$ cat src/hw/rtl/assert_macros.svh
// ----------------------------------------------------------------------------
// assert_macros.svh
// Shared concurrent assertion macros, clocked on clk and disabled in rst.
// ----------------------------------------------------------------------------
`ifndef ASSERT_MACROS_SVH
`define ASSERT_MACROS_SVH

// The expression holds at every clock edge.
`define ASSERT_ALWAYS(label, expr) \
  label: assert property (@(posedge clk) disable iff (rst) (expr)) \
    else $error("assertion failed");

// When the first expression holds, the second holds in the following cycle.
`define ASSERT_NEXT(label, cond, expr) \
  label: assert property (@(posedge clk) disable iff (rst) (cond) |=> (expr)) \
    else $error("assertion failed");

`endif

$ cat src/hw/rtl/farl_pkg.sv
// ----------------------------------------------------------------------------
// farl_pkg
// Types and constants shared by the record log controller and datapath.
// ----------------------------------------------------------------------------
package farl_pkg;

  localparam logic [31:0] ERASED    = 32'hFFFF_FFFF;
  localparam logic [31:0] HEAD_MARK = 32'h0000_0001;
  localparam logic [31:0] TAIL_MARK = 32'h0000_0004;

  localparam logic [1:0] ACT_OPEN = 2'd0;
  localparam logic [1:0] ACT_DATA = 2'd1;
  localparam logic [1:0] ACT_READ = 2'd2;

  localparam logic [1:0] ST_OK      = 2'd0;
  localparam logic [1:0] ST_ERASED  = 2'd1;
  localparam logic [1:0] ST_MISSING = 2'd2;
  localparam logic [1:0] ST_SEQERR  = 2'd3;

  typedef logic [3:0] op_t;
  localparam op_t OP_NONE       = 4'd0;
  localparam op_t OP_LOAD       = 4'd1;
  localparam op_t OP_CLR        = 4'd2;
  localparam op_t OP_ERR        = 4'd3;
  localparam op_t OP_RD_SCAN    = 4'd4;
  localparam op_t OP_DEC        = 4'd5;
  localparam op_t OP_ERASE_INIT = 4'd6;
  localparam op_t OP_ERASE      = 4'd7;
  localparam op_t OP_SETWP      = 4'd8;
  localparam op_t OP_WR_HEAD    = 4'd9;
  localparam op_t OP_WR_TAIL    = 4'd10;
  localparam op_t OP_WR_DATA    = 4'd11;
  localparam op_t OP_RINIT      = 4'd12;
  localparam op_t OP_RD_HEAD    = 4'd13;
  localparam op_t OP_FOUND      = 4'd14;
  localparam op_t OP_RD_DATA    = 4'd15;

  typedef struct packed {
    op_t  op;
    logic emit_st;
    logic emit_word;
  } dp_cmd_t;

  typedef struct packed {
    logic [1:0] action;
    logic       err_open;
    logic       err_len;
    logic       ws_zero;
    logic       scan_zero;
    logic       erased;
    logic       tail_hit;
    logic       head_hit;
    logic       need_erase;
    logic       erase_last;
    logic       clr_last;
    logic       wl_one;
    logic       rec_open;
    logic       out_valid;
    logic       out_last;
  } dp_sts_t;

endpackage

$ cat src/hw/rtl/farl_ctrl.sv
// ----------------------------------------------------------------------------
// farl_ctrl
// Sequencer for clearing, opening, appending and reading records.
// ----------------------------------------------------------------------------
module farl_ctrl (
  input  logic              clk,
  input  logic              rst,
  input  logic              in_valid,
  output logic              in_ready,
  input  logic              out_ready,
  input  farl_pkg::dp_sts_t sts,
  output farl_pkg::dp_cmd_t cmd
);
  import farl_pkg::*;
  `include "assert_macros.svh"

  localparam logic [4:0] S_CLEAR  = 5'd0;
  localparam logic [4:0] S_IDLE   = 5'd1;
  localparam logic [4:0] S_DISP   = 5'd2;
  localparam logic [4:0] S_OSCAN  = 5'd3;
  localparam logic [4:0] S_OCHK   = 5'd4;
  localparam logic [4:0] S_DECIDE = 5'd5;
  localparam logic [4:0] S_ERASE  = 5'd6;
  localparam logic [4:0] S_WHEAD  = 5'd7;
  localparam logic [4:0] S_WTAIL  = 5'd8;
  localparam logic [4:0] S_EMIT   = 5'd9;
  localparam logic [4:0] S_RSCAN  = 5'd10;
  localparam logic [4:0] S_RCHK   = 5'd11;
  localparam logic [4:0] S_HCHK   = 5'd12;
  localparam logic [4:0] S_RSTART = 5'd13;
  localparam logic [4:0] S_RDATA  = 5'd14;
  localparam logic [4:0] S_RWORD  = 5'd15;
  localparam logic [4:0] S_OUT    = 5'd16;

  logic [4:0] state;
  logic [4:0] state_next;

  assign in_ready = (state == S_IDLE);

  always_comb begin
    state_next    = state;
    cmd.op        = OP_NONE;
    cmd.emit_st   = 1'b0;
    cmd.emit_word = 1'b0;
    unique case (state)
      S_CLEAR: begin
        cmd.op = OP_CLR;
        if (sts.clr_last) state_next = S_IDLE;
      end
      S_IDLE: begin
        if (in_valid) begin
          cmd.op = OP_LOAD;
          state_next = S_DISP;
        end
      end
      S_DISP: begin
        state_next = S_EMIT;
        case (sts.action)
          ACT_OPEN: begin
            if (sts.err_open) cmd.op = OP_ERR;
            else state_next = S_OSCAN;
          end
          ACT_DATA: begin
            if (!sts.rec_open) begin
              cmd.op = OP_ERR;
            end else begin
              cmd.op = OP_WR_DATA;
              if (sts.wl_one) state_next = S_WTAIL;
            end
          end
          ACT_READ: begin
            if (sts.err_len) begin
              cmd.op = OP_ERR;
            end else begin
              cmd.op = OP_RINIT;
              state_next = S_RSCAN;
            end
          end
          default: cmd.op = OP_ERR;
        endcase
      end
      S_OSCAN: begin
        if (sts.scan_zero) begin
          state_next = S_DECIDE;
        end else begin
          cmd.op = OP_RD_SCAN;
          state_next = S_OCHK;
        end
      end
      S_OCHK: begin
        if (sts.erased) begin
          cmd.op = OP_DEC;
          state_next = S_OSCAN;
        end else begin
          state_next = S_DECIDE;
        end
      end
      S_DECIDE: begin
        if (sts.need_erase) begin
          cmd.op = OP_ERASE_INIT;
          state_next = S_ERASE;
        end else begin
          cmd.op = OP_SETWP;
          state_next = S_WHEAD;
        end
      end
      S_ERASE: begin
        cmd.op = OP_ERASE;
        if (sts.erase_last) state_next = S_WHEAD;
      end
      S_WHEAD: begin
        cmd.op = OP_WR_HEAD;
        state_next = sts.ws_zero ? S_WTAIL : S_EMIT;
      end
      S_WTAIL: begin
        cmd.op = OP_WR_TAIL;
        state_next = S_EMIT;
      end
      S_EMIT: begin
        cmd.emit_st = 1'b1;
        state_next = S_OUT;
      end
      S_RSCAN: begin
        if (sts.scan_zero) begin
          state_next = S_RSTART;
        end else begin
          cmd.op = OP_RD_SCAN;
          state_next = S_RCHK;
        end
      end
      S_RCHK: begin
        if (sts.tail_hit) begin
          cmd.op = OP_RD_HEAD;
          state_next = S_HCHK;
        end else begin
          cmd.op = OP_DEC;
          state_next = S_RSCAN;
        end
      end
      S_HCHK: begin
        if (sts.head_hit) begin
          cmd.op = OP_FOUND;
          state_next = S_RSTART;
        end else begin
          cmd.op = OP_DEC;
          state_next = S_RSCAN;
        end
      end
      S_RSTART: begin
        state_next = sts.ws_zero ? S_EMIT : S_RDATA;
      end
      S_RDATA: begin
        cmd.op = OP_RD_DATA;
        state_next = S_RWORD;
      end
      S_RWORD: begin
        cmd.emit_word = 1'b1;
        state_next = S_OUT;
      end
      S_OUT: begin
        if (sts.out_valid && out_ready) begin
          state_next = sts.out_last ? S_IDLE : S_RDATA;
        end
      end
      default: state_next = S_IDLE;
    endcase
  end

  always_ff @(posedge clk) begin
    if (rst) begin
      state <= S_CLEAR;
    end else begin
      state <= state_next;
    end
  end

  `ASSERT_ALWAYS(a_out_holds_result, (state != S_OUT) || sts.out_valid)
  `ASSERT_NEXT(a_emit_sets_valid, cmd.emit_st || cmd.emit_word, sts.out_valid)
  `ASSERT_NEXT(a_clear_runs, (state == S_CLEAR) && !sts.clr_last, state == S_CLEAR)

endmodule

$ cat config.mk
export PLATFORM = sky130hd
export DESIGN_NAME = farl_ctrl
export DESIGN_NICKNAME = d
export VERILOG_FILES = /design/src/hw/rtl/farl_pkg.sv /design/src/hw/rtl/farl_ctrl.sv
export VERILOG_INCLUDE_DIRS = /design/src /design/src/hw/rtl
export SDC_FILE = /design/constraint.sdc
export NUM_CORES = 1
export LEC_CHECK = 0
export ABC_AREA = 1
export ABC_CLOCK_PERIOD_IN_PS = 1800
export BUFFER_PORTS_ARGS = -buffer_cell sky130_fd_sc_hd__buf_2
export CAP_MARGIN = 40
export CORE_MARGIN = 4
export CORE_UTILIZATION = 30
export DETAILED_ROUTE_END_ITERATION = 10
export PLACE_DENSITY = 0.59
export SLEW_MARGIN = 20
export SYNTH_ARGS = -nofsm -noshare
export SYNTH_HDL_FRONTEND = slang
export SYNTH_SLANG_ARGS = --single-unit
$ cat constraint.sdc
create_clock -name clk -period 1.8 [get_ports clk]
set_input_delay 0.09 -clock clk [delete_from_list [all_inputs] [get_ports clk]]
set_output_delay 0.09 -clock clk [all_outputs]
set_load 0.1 [all_outputs]
==> results.sh <==
export IMPL_die_w_um=62.0
export IMPL_cts_tree="done"
export IMPL_drcViolationCount=0
export IMPL_cp_arrival_ps=1640
export IMPL_htree_levels=1
export IMPL_required_ps=1710
export IMPL_viasPerCell=4.97
export IMPL_wirelength_mm=2.71
export IMPL_rows=19
export IMPL_crit_path_end_kind="output port"
export IMPL_finalHoldViolCount=0
export IMPL_wl_per_cell_um=11.6
export IMPL_timing_fmax_mhz=577
export IMPL_regMostFlops="state"
export IMPL_clockBufferDepth=2
export IMPL_first_global_vias=1072
export IMPL_rrSetupSlack_ps=320
export IMPL_synthCells=170
export IMPL_layout_common_cells="nand2_1 (46), inv_1 (29), nor2_1 (22), buf_2 (22), nand3_1 (20)"
export IMPL_path_class="flop to output port"
export IMPL_rsz0062_at_grt="yes"
export IMPL_clk_pin_slew_ps=40
export IMPL_yosysTopAreaCellShare_pct=20.6
export IMPL_ys_seq_area_share_pct=11.5
export IMPL_ys_top_cells_by_area="nand2_1 (21%), inv_1 (13%), dfxtp_1 (11%)"
export IMPL_largest_register_ffs=5
export IMPL_hpwl_mm=2.32
export IMPL_yosysWarnings=0
export IMPL_clk_latency_ps=240
export IMPL_rr_worst_depth=12
export IMPL_dr_pass1_iters=4
export IMPL_total_leakage_power_nw=0.720
export IMPL_reg_top3="state x5"
export IMPL_crit_slowest_cell="dfxtp_4"
export IMPL_hold_path_class="input pin to flop"
export IMPL_yosysTopAreaCell="nand2_1"
export IMPL_irDropWorstVdd_mv=0.713
export IMPL_whs_ps=66.6
export IMPL_crit_fanout=7
export IMPL_maxSlewHeadroom_pct=67.6
export IMPL_grt_antenna_before_repair=0
export IMPL_crit_end="cmd[2]"
export IMPL_status="finished clean"
export IMPL_finalNonFillerCells=234
export IMPL_maxCapViolations=0
export IMPL_syn_to_final_growth_pct=39.4
export IMPL_netlist_area_um2=873
export IMPL_chipHeight_um=62.0
export IMPL_p_per_area_nw_per_um2=1030
export IMPL_place_area_um2=1140
export IMPL_cts_sinks=5
export IMPL_period_share_pct=96.3
export IMPL_yosysUniqueCellTypes=19
export IMPL_grt_first_pass_wirelength_mm=4.42
export IMPL_setup_viol=0
export IMPL_cts_buffers_inserted=3
export IMPL_finClkSkew_ps=1.02
export IMPL_r2r_end="state[0]"
export IMPL_antenna_cells=0
export IMPL_mostFrequentLayoutCell="nand2_1"
export IMPL_fin_crit_ps=1730
export IMPL_startpoint="state[1]"
export IMPL_p_total_mw=1.26
export IMPL_dp_cells=228
export IMPL_cpPeakStageDelay_ps=410
export IMPL_coreArea_um2=2760
export IMPL_setup_ws_ps=66.0
export IMPL_tightest_slew_ps=489
export IMPL_vias=1162
export IMPL_cp_cell_sequence="inv_1 > nor2_1 > nand3_1 > inv_2 > o21ai_1 > o2111ai_2 > buf_12"
export IMPL_cts_root_buf="clkbuf_4"
export IMPL_dr_first_iter_drc_count=62
export IMPL_ys_seq_elements=5
export IMPL_die_area_um2=3840
export IMPL_place_ws_ps=173
export IMPL_fin_nets=228
export IMPL_fin_area_um2=1220
export IMPL_routabilityCongestion=0.868
export IMPL_ios=27
export IMPL_syn_avg_cell_area_um2=5.14
export IMPL_grt_max_degree=8
export IMPL_fillers=295
export IMPL_io_buffers=26
export IMPL_ant_nets=0
export IMPL_slew_violations=0
export IMPL_r2r_start="state[4]"
export IMPL_grt_overflow=0
export IMPL_syn_num_nets=194
export IMPL_drive_above_1_share_pct=29.1
export IMPL_start_util_pct=31.7
export IMPL_crit_path_start_kind="flop"
export IMPL_gr_usage_all_layers_pct=14.9
logic make-up after synthesis:
kind of cell	synth area share, %
fa+ha+maj	5.73
simple gates	56.0
flops	11.5
buf+inv	13.3
compound gates	13.5
cell usage after synthesis, drive strengths merged:
| library cell | number |
|---|---|
| inv | 31 |
| nand3 | 20 |
| nor2 | 30 |
| ha | 4 |
| o21bai | 1 |
| nand4 | 7 |
| o21ai | 8 |
| a21oi | 9 |
| o2111ai | 2 |
| nand2 | 51 |
| dfxtp | 5 |
| nand3b | 2 |
per-layer routing:
metal / vias up / track usage (%) / wire length, um
met5: - / 0 / 0
met4: 0 / 3.03 / 30
met3: 4 / 2.69 / 177
met2: 43 / 23.8 / 1310
met1: 499 / 20.8 / 1190
li1: 616 / - / -
where the power goes:
group	switching, mW	internal (mW)	leakage, nW
sequential	0.0537	0.139	0.0438
clock	0.0454	0.0838	0.0150
combinational	0.631	0.303	0.661
total	0.730	0.526	0.720
metrics by stage:
step | utilization [%] | setup TNS, ps
2_1_floorplan | - | -6.65
3_3_place_gp | 41.3 | 0
3_5_place_dp | 41.3 | 0
4_1_cts | 42.5 | 0
5_1_grt | 44.1 | -17.5
6_report | 44.1 | 0
critical path: cells and delay by family, from the launching register on:
| kind | cells | cell delay [ps] |
|---|---|---|
| buffers and inverters | 3 | 410 |
| DFF | 1 | 410 |
| and+or+nand+nor | 2 | 310 |
| AOI/OAI and AO/OA | 2 | 260 |
how the worst min path moves through the flow:
| stage | slack [ps] | to | cells after the start | start |
|---|---|---|---|---|
| 3_5_place_dp | 320 | state[4] | 2 | rst |
| 6_report | 70 | state[2] | 2 | rst |
| 2_1_floorplan | 150 | state[4] | 1 | rst |
| 3_3_place_gp | 310 | state[1] | 2 | rst |
| 4_1_cts | 60 | state[4] | 2 | rst |
| 5_1_grt | 70 | state[3] | 2 | rst |
final cells by class:
type	count	area (um2)	area share, %
Inverter	31	119	9.76
Clock buffer	4	26.3	2.16
Timing Repair Buffer	29	213	17.5
Tap cell	31	38.8	3.19
Sequential cell	5	114	9.35
Multi-Input combinational cell	134	707	58.1
repair_timing:
action                                 in CTS  in global routing
hold buffers                                0                  0
resized for setup                           2                 11
setup endpoints to repair                   2                  4
endpoints found under the hold margin       0                  0
pin swaps                                   0                  1
buffers inserted                            0                  2
Power figures use the tool's default switching activity.
